$ cat config.mk
export PLATFORM = sky130hd
export DESIGN_NAME = priority_inheriting_mutex_unit_flat
export DESIGN_NICKNAME = d
export VERILOG_FILES = /design/src/pimu_pkg.sv /design/src/pimu_cmd_if.sv /design/src/pimu_res_if.sv /design/src/pimu_cfg_if.sv /design/src/priority_inheriting_mutex_unit.sv /design/src/flat_wrapper.sv
export SDC_FILE = /design/constraint.sdc
export NUM_CORES = 2
export LEC_CHECK = 0
export BUFFER_PORTS_ARGS = -buffer_cell sky130_fd_sc_hd__buf_4
export CAP_MARGIN = 20
export CORE_UTILIZATION = 51
export DETAILED_ROUTE_END_ITERATION = 8
export HOLD_SLACK_MARGIN = 0.1
export PLACE_DENSITY = 0.64
export SLEW_MARGIN = 0
export SYNTH_ARGS = -nofsm -noshare
export SYNTH_HDL_FRONTEND = slang
export SYNTH_SLANG_ARGS = --single-unit
export TNS_END_PERCENT = 10
$ cat constraint.sdc
create_clock -name clk -period 6.4 [get_ports clk]
set_clock_uncertainty 0.1 [all_clocks]
set_input_delay 1.28 -clock clk [delete_from_list [all_inputs] [get_ports clk]]
set_output_delay 1.28 -clock clk [all_outputs]
set_load 0.005 [all_outputs]
$ cat src/pimu_pkg.sv
// ============================================================================
// pimu_pkg
// shared constants, types and codes of the priority inheriting mutex unit
// ============================================================================
package pimu_pkg;

    localparam int MAX_TASKS   = 16;
    localparam int NUM_MUTEXES = 8;
    localparam int MAX_DEPTH   = 255;

    localparam int TASK_W  = $clog2(MAX_TASKS);
    localparam int MUTEX_W = $clog2(NUM_MUTEXES);
    localparam int SCAN_W  = TASK_W + 1;
    localparam int DEPTH_W = 8;
    localparam int PRI_W   = 8;
    localparam int CMD_W   = 2;
    localparam int STAT_W  = 3;
    localparam int CNT_W   = 5;

    typedef logic [CMD_W-1:0]   cmd_t;
    typedef logic [TASK_W-1:0]  task_idx_t;
    typedef logic [MUTEX_W-1:0] mutex_idx_t;
    typedef logic [PRI_W-1:0]   pri_t;
    typedef logic [DEPTH_W-1:0] depth_t;
    typedef logic [STAT_W-1:0]  status_t;
    typedef logic [CNT_W-1:0]   count_t;

    localparam cmd_t CMD_REGISTER = 2'd0;
    localparam cmd_t CMD_TAKE     = 2'd1;
    localparam cmd_t CMD_GIVE     = 2'd2;

    localparam status_t ST_ACQUIRED   = 3'd0;
    localparam status_t ST_NESTED     = 3'd1;
    localparam status_t ST_BLOCKED    = 3'd2;
    localparam status_t ST_HELD       = 3'd3;
    localparam status_t ST_RELEASED   = 3'd4;
    localparam status_t ST_NOT_OWNER  = 3'd5;
    localparam status_t ST_REGISTERED = 3'd6;
    localparam status_t ST_OVERFLOW   = 3'd7;

    localparam count_t TASK_COUNT_RESET = 5'd16;

endpackage

$ cat src/pimu_cmd_if.sv
// ============================================================================
// pimu_cmd_if
// request channel: command, task, mutex and base priority
// ============================================================================
interface pimu_cmd_if;
    import pimu_pkg::*;

    logic      valid;
    logic      ready;
    logic [1:0] command;
    logic [3:0] task_id;
    logic [2:0] mutex_id;
    logic [7:0] base_pri;

    modport source (output valid, output command, output task_id, output mutex_id,
                    output base_pri, input ready);
    modport sink   (input valid, input command, input task_id, input mutex_id,
                    input base_pri, output ready);
endinterface

$ cat src/pimu_res_if.sv
// ============================================================================
// pimu_res_if
// result channel: status, depth, woken task and owner report
// ============================================================================
interface pimu_res_if;
    import pimu_pkg::*;

    logic       valid;
    logic       ready;
    logic [2:0] status;
    logic [7:0] lock_depth;
    logic       woken_valid;
    logic [3:0] woken_task;
    logic [3:0] owner_task;
    logic [7:0] owner_priority;

    modport source (output valid, output status, output lock_depth, output woken_valid,
                    output woken_task, output owner_task, output owner_priority,
                    input ready);
    modport sink   (input valid, input status, input lock_depth, input woken_valid,
                    input woken_task, input owner_task, input owner_priority,
                    output ready);
endinterface

$ cat src/pimu_cfg_if.sv
// ============================================================================
// pimu_cfg_if
// configuration write channel for the task count register
// ============================================================================
interface pimu_cfg_if;
    import pimu_pkg::*;

    logic       valid;
    logic       ready;
    logic [4:0] task_count;

    modport source (output valid, output task_count, input ready);
    modport sink   (input valid, input task_count, output ready);
endinterface

$ cat src/priority_inheriting_mutex_unit.sv
// ============================================================================
// priority_inheriting_mutex_unit
// recursive mutexes with priority inheritance, run by a small sequencer
// ============================================================================
// sequence: capture the request, look up the mutex and the task priority, look up
//   the owner priority, then register the result; a releasing give first scans
//   min(task_count, 16) task entries; one request at a time, and the waiter scan
//   walks the task table one entry a cycle through one comparator
// reset: asynchronous active low; all mutexes free, task table zeroed, count 16
module priority_inheriting_mutex_unit (
    input  logic clk,
    input  logic rst_n,
    pimu_cmd_if.sink   cmd,
    pimu_res_if.source res,
    pimu_cfg_if.sink   cfg
);
    import pimu_pkg::*;

    localparam logic [2:0] S_IDLE = 3'd0;
    localparam logic [2:0] S_LOOK = 3'd1;
    localparam logic [2:0] S_OWN  = 3'd2;
    localparam logic [2:0] S_EXEC = 3'd3;
    localparam logic [2:0] S_SCAN = 3'd4;
    localparam logic [2:0] S_WAKE = 3'd5;

    logic [2:0] state_reg, state_next;

    logic       mutex_locked_reg [NUM_MUTEXES];
    task_idx_t  mutex_owner_reg  [NUM_MUTEXES];
    depth_t     mutex_depth_reg  [NUM_MUTEXES];
    pri_t       task_pri_reg     [MAX_TASKS];
    pri_t       task_base_reg    [MAX_TASKS];
    logic       task_wait_reg    [MAX_TASKS];
    mutex_idx_t task_wmutex_reg  [MAX_TASKS];

    count_t     count_reg;

    cmd_t       cmd_reg;
    task_idx_t  t_reg;
    mutex_idx_t m_reg;
    pri_t       bp_reg;
    logic       lk_reg;
    task_idx_t  own_reg;
    depth_t     dep_reg;
    pri_t       pri_t_reg;
    pri_t       pri_o_reg;

    logic [SCAN_W-1:0] scan_reg, scan_next;
    logic [SCAN_W-1:0] limit_reg, limit_next;
    logic       found_reg, found_next;
    pri_t       best_reg, best_next;
    task_idx_t  pick_reg, pick_next;

    logic       ovalid_reg;
    status_t    ostat_reg;
    depth_t     odep_reg;
    logic       owv_reg;
    task_idx_t  owt_reg;
    task_idx_t  oown_reg;
    pri_t       opri_reg;

    // write strobes from the sequencer
    logic       reg_we, take_new_we, take_nest_we, inherit_we, block_we;
    logic       hold_we, release_we, wake_we;
    logic       load_out;
    status_t    r_stat;
    depth_t     r_dep;
    logic       r_wv;
    task_idx_t  r_wt, r_own;
    pri_t       r_pri;

    // shared read port and comparator
    task_idx_t  tp_addr;
    pri_t       tp_rd;
    task_idx_t  scan_idx;
    pri_t       cmp_a, cmp_b;
    logic       cmp_gt;
    logic       out_free;
    logic       accept;
    logic       scan_hit;
    depth_t     dep_inc, dep_dec;

    assign accept   = cmd.valid && cmd.ready;
    assign cmd.ready = (state_reg == S_IDLE);
    assign cfg.ready = 1'b1;
    assign out_free = !ovalid_reg || res.ready;
    assign scan_idx = scan_reg[TASK_W-1:0];
    assign dep_inc  = dep_reg + depth_t'(1);
    assign dep_dec  = (dep_reg != '0) ? dep_reg - depth_t'(1) : dep_reg;

    always_comb
    begin
        case (state_reg)
            S_LOOK:  tp_addr = t_reg;
            S_OWN:   tp_addr = own_reg;
            S_SCAN:  tp_addr = scan_idx;
            default: tp_addr = t_reg;
        endcase
    end

    assign tp_rd  = task_pri_reg[tp_addr];
    assign cmp_a  = (state_reg == S_SCAN) ? tp_rd : pri_t_reg;
    assign cmp_b  = (state_reg == S_SCAN) ? best_reg : pri_o_reg;
    assign cmp_gt = cmp_a > cmp_b;
    assign scan_hit = task_wait_reg[scan_idx] && (task_wmutex_reg[scan_idx] == m_reg)
                      && (!found_reg || cmp_gt);

    always_comb
    begin
        state_next   = state_reg;
        scan_next    = scan_reg;
        limit_next   = limit_reg;
        found_next   = found_reg;
        best_next    = best_reg;
        pick_next    = pick_reg;
        reg_we       = 1'b0;
        take_new_we  = 1'b0;
        take_nest_we = 1'b0;
        inherit_we   = 1'b0;
        block_we     = 1'b0;
        hold_we      = 1'b0;
        release_we   = 1'b0;
        wake_we      = 1'b0;
        load_out     = 1'b0;
        r_stat       = ST_NOT_OWNER;
        r_dep        = dep_reg;
        r_wv         = 1'b0;
        r_wt         = '0;
        r_own        = lk_reg ? own_reg : '0;
        r_pri        = lk_reg ? pri_o_reg : '0;

        case (state_reg)
            S_IDLE:
            begin
                if (accept)
                begin
                    state_next = S_LOOK;
                end
            end
            S_LOOK:
            begin
                state_next = S_OWN;
            end
            S_OWN:
            begin
                state_next = S_EXEC;
            end
            S_EXEC:
            begin
                if (out_free)
                begin
                    state_next = S_IDLE;
                    load_out   = 1'b1;
                    case (cmd_reg)
                        CMD_REGISTER:
                        begin
                            reg_we = 1'b1;
                            r_stat = ST_REGISTERED;
                            r_dep  = '0;
                            r_own  = t_reg;
                            r_pri  = bp_reg;
                        end
                        CMD_TAKE:
                        begin
                            if (!lk_reg)
                            begin
                                take_new_we = 1'b1;
                                r_stat      = ST_ACQUIRED;
                                r_dep       = depth_t'(1);
                                r_own       = t_reg;
                                r_pri       = pri_t_reg;
                            end
                            else if (own_reg == t_reg)
                            begin
                                r_own = t_reg;
                                r_pri = pri_t_reg;
                                if (32'(dep_reg) >= MAX_DEPTH)
                                begin
                                    r_stat = ST_OVERFLOW;
                                end
                                else
                                begin
                                    take_nest_we = 1'b1;
                                    r_stat       = ST_NESTED;
                                    r_dep        = dep_inc;
                                end
                            end
                            else
                            begin
                                block_we   = 1'b1;
                                inherit_we = cmp_gt;
                                r_stat     = ST_BLOCKED;
                                r_pri      = cmp_gt ? pri_t_reg : pri_o_reg;
                            end
                        end
                        CMD_GIVE:
                        begin
                            if (lk_reg && own_reg == t_reg)
                            begin
                                if (dep_dec != '0)
                                begin
                                    hold_we = 1'b1;
                                    r_stat  = ST_HELD;
                                    r_dep   = dep_dec;
                                    r_pri   = pri_t_reg;
                                end
                                else
                                begin
                                    // last give: unlock and look for a waiter
                                    load_out   = 1'b0;
                                    release_we = 1'b1;
                                    scan_next  = '0;
                                    found_next = 1'b0;
                                    best_next  = '0;
                                    pick_next  = '0;
                                    if (32'(count_reg) > MAX_TASKS)
                                    begin
                                        limit_next = SCAN_W'(MAX_TASKS);
                                    end
                                    else
                                    begin
                                        limit_next = SCAN_W'(count_reg);
                                    end
                                    state_next = (limit_next == '0) ? S_WAKE : S_SCAN;
                                end
                            end
                        end
                        default:
                        begin
                            r_stat = ST_NOT_OWNER;
                        end
                    endcase
                end
            end
            S_SCAN:
            begin
                if (scan_hit)
                begin
                    found_next = 1'b1;
                    best_next  = tp_rd;
                    pick_next  = scan_idx;
                end
                scan_next = scan_reg + SCAN_W'(1);
                if (scan_next == limit_reg)
                begin
                    state_next = S_WAKE;
                end
            end
            S_WAKE:
            begin
                if (out_free)
                begin
                    state_next = S_IDLE;
                    load_out   = 1'b1;
                    wake_we    = found_reg;
                    r_stat     = ST_RELEASED;
                    r_dep      = '0;
                    r_wv       = found_reg;
                    r_wt       = pick_reg;
                    r_own      = '0;
                    r_pri      = '0;
                end
            end
            default:
            begin
                state_next = S_IDLE;
            end
        endcase
    end

    always_ff @(posedge clk or negedge rst_n)
    begin
        if (!rst_n)
        begin
            state_reg  <= S_IDLE;
            count_reg  <= TASK_COUNT_RESET;
            ovalid_reg <= 1'b0;
            scan_reg   <= '0;
            limit_reg  <= '0;
            found_reg  <= 1'b0;
            best_reg   <= '0;
            pick_reg   <= '0;
            for (int i = 0; i < NUM_MUTEXES; i++)
            begin
                mutex_locked_reg[i] <= 1'b0;
                mutex_owner_reg[i]  <= '0;
                mutex_depth_reg[i]  <= '0;
            end
            for (int i = 0; i < MAX_TASKS; i++)
            begin
                task_pri_reg[i]    <= '0;
                task_base_reg[i]   <= '0;
                task_wait_reg[i]   <= 1'b0;
                task_wmutex_reg[i] <= '0;
            end
        end
        else
        begin
            state_reg <= state_next;
            scan_reg  <= scan_next;
            limit_reg <= limit_next;
            found_reg <= found_next;
            best_reg  <= best_next;
            pick_reg  <= pick_next;

            if (cfg.valid && cfg.ready)
            begin
                count_reg <= cfg.task_count;
            end

            if (load_out)
            begin
                ovalid_reg <= 1'b1;
            end
            else if (res.ready)
            begin
                ovalid_reg <= 1'b0;
            end

            if (reg_we)
            begin
                task_base_reg[t_reg] <= bp_reg;
                task_pri_reg[t_reg]  <= bp_reg;
                task_wait_reg[t_reg] <= 1'b0;
            end
            if (take_new_we)
            begin
                mutex_locked_reg[m_reg] <= 1'b1;
                mutex_owner_reg[m_reg]  <= t_reg;
                mutex_depth_reg[m_reg]  <= depth_t'(1);
            end
            if (take_nest_we)
            begin
                mutex_depth_reg[m_reg] <= dep_inc;
            end
            if (inherit_we)
            begin
                task_pri_reg[own_reg] <= pri_t_reg;
            end
            if (block_we)
            begin
                task_wait_reg[t_reg]   <= 1'b1;
                task_wmutex_reg[t_reg] <= m_reg;
            end
            if (hold_we)
            begin
                mutex_depth_reg[m_reg] <= dep_dec;
            end
            if (release_we)
            begin
                mutex_locked_reg[m_reg] <= 1'b0;
                mutex_owner_reg[m_reg]  <= '0;
                mutex_depth_reg[m_reg]  <= dep_dec;
                task_pri_reg[t_reg]     <= task_base_reg[t_reg];
            end
            if (wake_we)
            begin
                task_wait_reg[pick_reg]   <= 1'b0;
                task_wmutex_reg[pick_reg] <= '0;
            end
        end
    end

    // request capture, operand lookup and result registers
    always_ff @(posedge clk)
    begin
        if (accept)
        begin
            cmd_reg <= cmd.command;
            t_reg   <= task_idx_t'(cmd.task_id);
            m_reg   <= mutex_idx_t'(cmd.mutex_id);
            bp_reg  <= cmd.base_pri;
        end
        if (state_reg == S_LOOK)
        begin
            lk_reg    <= mutex_locked_reg[m_reg];
            own_reg   <= mutex_owner_reg[m_reg];
            dep_reg   <= mutex_depth_reg[m_reg];
            pri_t_reg <= tp_rd;
        end
        if (state_reg == S_OWN)
        begin
            pri_o_reg <= tp_rd;
        end
        if (load_out)
        begin
            ostat_reg <= r_stat;
            odep_reg  <= r_dep;
            owv_reg   <= r_wv;
            owt_reg   <= r_wt;
            oown_reg  <= r_own;
            opri_reg  <= r_pri;
        end
    end

    assign res.valid          = ovalid_reg;
    assign res.status         = ostat_reg;
    assign res.lock_depth     = odep_reg;
    assign res.woken_valid    = owv_reg;
    assign res.woken_task     = 4'(owt_reg);
    assign res.owner_task     = 4'(oown_reg);
    assign res.owner_priority = opri_reg;

endmodule

$ cat src/flat_wrapper.sv
// flat-port wrapper written by rule: the top's interface ports become plain ports
module priority_inheriting_mutex_unit_flat import pimu_pkg::*;
  (clk, rst_n, cmd_valid, cmd_command, cmd_task_id, cmd_mutex_id, cmd_base_pri, cmd_ready, res_valid, res_status, res_lock_depth, res_woken_valid, res_woken_task, res_owner_task, res_owner_priority, res_ready, cfg_valid, cfg_task_count, cfg_ready);
  pimu_cmd_if cmd_i ();
  pimu_res_if res_i ();
  pimu_cfg_if cfg_i ();
  input  logic clk;
  input  logic rst_n;
  input wire logic [$bits(cmd_i.valid)-1:0] cmd_valid;
  input wire logic [$bits(cmd_i.command)-1:0] cmd_command;
  input wire logic [$bits(cmd_i.task_id)-1:0] cmd_task_id;
  input wire logic [$bits(cmd_i.mutex_id)-1:0] cmd_mutex_id;
  input wire logic [$bits(cmd_i.base_pri)-1:0] cmd_base_pri;
  output wire logic [$bits(cmd_i.ready)-1:0] cmd_ready;
  output wire logic [$bits(res_i.valid)-1:0] res_valid;
  output wire logic [$bits(res_i.status)-1:0] res_status;
  output wire logic [$bits(res_i.lock_depth)-1:0] res_lock_depth;
  output wire logic [$bits(res_i.woken_valid)-1:0] res_woken_valid;
  output wire logic [$bits(res_i.woken_task)-1:0] res_woken_task;
  output wire logic [$bits(res_i.owner_task)-1:0] res_owner_task;
  output wire logic [$bits(res_i.owner_priority)-1:0] res_owner_priority;
  input wire logic [$bits(res_i.ready)-1:0] res_ready;
  input wire logic [$bits(cfg_i.valid)-1:0] cfg_valid;
  input wire logic [$bits(cfg_i.task_count)-1:0] cfg_task_count;
  output wire logic [$bits(cfg_i.ready)-1:0] cfg_ready;
  assign cmd_i.valid = cmd_valid;
  assign cmd_i.command = cmd_command;
  assign cmd_i.task_id = cmd_task_id;
  assign cmd_i.mutex_id = cmd_mutex_id;
  assign cmd_i.base_pri = cmd_base_pri;
  assign cmd_ready = cmd_i.ready;
  assign res_valid = res_i.valid;
  assign res_status = res_i.status;
  assign res_lock_depth = res_i.lock_depth;
  assign res_woken_valid = res_i.woken_valid;
  assign res_woken_task = res_i.woken_task;
  assign res_owner_task = res_i.owner_task;
  assign res_owner_priority = res_i.owner_priority;
  assign res_i.ready = res_ready;
  assign cfg_i.valid = cfg_valid;
  assign cfg_i.task_count = cfg_task_count;
  assign cfg_ready = cfg_i.ready;
  priority_inheriting_mutex_unit u_core (.clk(clk), .rst_n(rst_n), .cmd(cmd_i), .res(res_i), .cfg(cfg_i));
endmodule
==> qor.txt <==
status - finished, final reports clean
destination of the worst register-to-register timing path - u_core.task_pri_reg[13]
unrepaired setup endpoints after global routing - no
slew of the pin with the lowest slew margin - 1.281 ns
worst IR drop on VDD - 251.6 uV
hold path startpoint - u_core.task_base_reg[84]
number of sinks handled by clock tree synthesis - 530
number of antenna violations at the first check in global routing - 2
clock tree from TritonCTS - yes
1st-pass router iterations - 7
area overhead of the layout relative to synthesis - 10.98%
fraction of synthesis flops using an asynchronous set or reset pin - 86.04%
top cell family by delay on the critical path - compound AO/OA/AOI/OAI gates
routed wire length - 98400 um
Post-Route Utilization - 57.71%
largest cells by area after synthesis - sky130_fd_sc_hd__dfrtp_1 (40%), sky130_fd_sc_hd__nand2_1 (11%), sky130_fd_sc_hd__edfxtp_1 (7.9%)
Root Driver - sky130_fd_sc_hd__clkbuf_16
time the worst path needs with I/O delays and setup - 6.072 ns
data required time at the worst endpoint - 6.75 ns
max-cap violations - 0
Finish-stage setup viols - 0
maximum level of the CTS H-tree - 2
Final period util - 94.88%
Remaining Overflow, GRT - 0
DIE HEIGHT - 236.9 um
Worst Setup Start Kind - register
number of port buffers - 56
Most used DFF post-synth - sky130_fd_sc_hd__dfrtp_1
final-stage net count - 3167
Synthesis Warnings - 0
Antenna Violating Nets Remaining - 0
setup TNS - 0 ns
effective utilization at floorplan - 52.00%
number of flops mapped to enable cells by yosys - 74
relative slew slack - 14.63%
flops & latches, synth - 530
delay of the slowest cell on the worst path - 0.80 ns
number of buffers inserted by hold repair at cts - 0
post-CTS setup repair buffer count - 0
first-pass GRT wire length - 149400 um
Critical Path AT - 6.42 ns
Die X-Extent - 236.9 um
Worst R2R Setup Slack - 0.33 ns
type of the worst min-delay path - reg -> reg
netlist area before placement - 28150 um^2
CP Class - reg -> reg
# resized after CTS - 0
First DRT Iteration DRCs - 2996
Std-Cell Core Area - 54130 um^2
synthesized area per cell - 8.944 um^2
routed wire length per instance - 25.41 um
Placement Rows - 85
max-slew violations - 0
Synth area leader - sky130_fd_sc_hd__dfrtp_1
fraction of final layout cells sized beyond drive strength 1 - 11.96%
Buffers & Inverters on Critical Path - 2
Hold Violations, Final - 0
ports placed on the boundary - 58
reg-to-reg critical path startpoint - u_core.state_reg[2]
gr usage total - 35.10%
leading cell type by number of instances after synthesis - sky130_fd_sc_hd__nand2_1
Num CTS Buffers - 57
number of DRC violations after detailed routing - 0
via count of the first global-routing pass - 24040
clock-pin transition on the worst setup and hold timing paths - 0.06 ns
instance count along the most critical hold path - 2
cell type of the slowest stage on the worst timing path - sky130_fd_sc_hd__a211oi_1
clock latency at the later pin of the worst-skew pair - 0.64 ns
cells along the critical path - and2b_1 -> nand2b_1 -> o221ai_4 -> buf_4 -> mux2_1 -> nor2_1 -> a211oi_1 -> a211oi_1 -> a21oi_1 -> mux2_2 -> ha_1 -> nand4_1 -> nand2b_1 -> o21ai_0 -> nand4b_1 -> nor2_1 -> buf_4 -> a21oi_1 -> a21oi_1 -> mux2i_1
fraction of synthesized cell area taken by the top area cell type - 40.45%
Placer Congestion - 0.9536
Post-Synthesis Cells - 3147
kind of end point of the critical path - register
count of distinct cell types in the synthesized netlist - 79
cell seen most often among critical-path stages - sky130_fd_sc_hd__a21oi_1
highest net fanout along the worst path - 16
overall die area - 56140 um^2
power per cell area - 406.8 nW/um^2
DPL Wire Length - 66990 um
vias after detailed routing - 25210
hold endpoint - u_core.task_base_reg[84]
sequential cell area fraction in the yosys report - 48.44%
Via density - 6.508
maximum number of pins on one net before global-route repair - 152
post-synth net total - 3186
r2r worst-path depth - 20
highest achievable clock rate - 0.1647 GHz
leading cell types by count after synthesis - sky130_fd_sc_hd__nand2_1 (857), sky130_fd_sc_hd__dfrtp_1 (455), sky130_fd_sc_hd__a21oi_1 (293), sky130_fd_sc_hd__o21ai_0 (276), sky130_fd_sc_hd__nor2_1 (171)
Longest Clk Path Bufs - 3
leak pwr - 14.07 nW
-- layer usage --
layer	global-route usage, %	wire [um]	up-vias
met5	0	0	-
met4	18.38	5361	0
met2	53.22	43670	1503
li1	-	-	11010
met1	47.93	39920	12390
met3	6.750	9454	298
-- how the worst max path moves through the flow --
stage | startpoint | endpoint | depth (start not counted)
global route | u_core.state_reg[2] | u_core.task_pri_reg[126] | 19
detailed placement | u_core.state_reg[2] | u_core.task_pri_reg[21] | 20
floorplan | u_core.scan_reg[0] | u_core.task_pri_reg[110] | 22
global placement | u_core.state_reg[2] | u_core.task_pri_reg[8] | 20
finish | u_core.state_reg[2] | u_core.task_pri_reg[13] | 20
CTS | u_core.state_reg[2] | u_core.task_pri_reg[21] | 20
-- layout make-up --
class	count	area (um^2)
multi-input cells	2390	13610
flip-flops and latches	530	13630
inverters	14	52.55
diodes	1	2.502
clock buffers	86	1667
clock inverters	21	284.0
repair buffers	135	1114
fillers	4695	22890
well taps	696	870.8
-- tightest hold or removal path: stages, from the launching register on --
cell and delay, ns:
sky130_fd_sc_hd__dfrtp_1 0.33, sky130_fd_sc_hd__nand2_1 0.05, sky130_fd_sc_hd__nand2_1 0.06
-- per-stage QoR --
step	instances	hold WS, ns	power (mW)	cell area [um^2]	worst slack, ns
floorplan	3147	0.3416	7.455	28150	1.887
global placement	3755	0.3522	8.952	29160	0.6699
detailed placement	3757	0.3588	9.064	29180	0.5286
CTS	3864	0.3738	12.55	31130	0.5238
global route	3872	0.3961	13.25	31240	0.01015
finish	3873	0.3722	12.71	31240	0.3275
-- logic make-up after synthesis --
kind of cell	count (synthesis)	synth area share [%]
other	1	0.01332
adders and majority gates	12	0.5334
muxes	193	9.495
and+or+nand+nor	1367	21.27
DFF	530	48.44
xor gates and xnor gates	25	0.7779
AOI/OAI and AO/OA	792	16.03
buffers and inverters	227	3.449
-- where the power goes --
group	switching, mW	internal (mW)
Clock	1.44	2.04
Sequential	0.879	4.45
Combinational	2.41	1.49
-- placed cells by master (no fill, tap or decap), types with 8 or more instances in the layout --
cell and instances:
sky130_fd_sc_hd__nor2_1 171, sky130_fd_sc_hd__clkbuf_16 58, sky130_fd_sc_hd__ha_1 12, sky130_fd_sc_hd__a31oi_1 52, sky130_fd_sc_hd__and3_1 14, sky130_fd_sc_hd__nand3b_1 10, sky130_fd_sc_hd__dfrtp_1 455, sky130_fd_sc_hd__clkbuf_8 11
sky130_fd_sc_hd__o211ai_1 48, sky130_fd_sc_hd__nand3_1 102, sky130_fd_sc_hd__mux4_2 49, sky130_fd_sc_hd__nand2_1 857, sky130_fd_sc_hd__a211oi_1 25, sky130_fd_sc_hd__nand2b_1 16, sky130_fd_sc_hd__edfxtp_1 74, sky130_fd_sc_hd__nor2b_1 12
sky130_fd_sc_hd__nand4_1 18, sky130_fd_sc_hd__inv_1 12, sky130_fd_sc_hd__clkbuf_1 17, sky130_fd_sc_hd__buf_4 124, sky130_fd_sc_hd__xnor2_1 12, sky130_fd_sc_hd__xor2_1 13, sky130_fd_sc_hd__a21oi_1 293, sky130_fd_sc_hd__o21ai_0 267
sky130_fd_sc_hd__and2_1 79, sky130_fd_sc_hd__a22oi_1 53, sky130_fd_sc_hd__nand2_2 9, sky130_fd_sc_hd__o21ai_2 8, sky130_fd_sc_hd__mux2_2 53, sky130_fd_sc_hd__nor3_1 32, sky130_fd_sc_hd__mux2i_1 81
No activity file was read; power rests on OpenSTA's default activity.
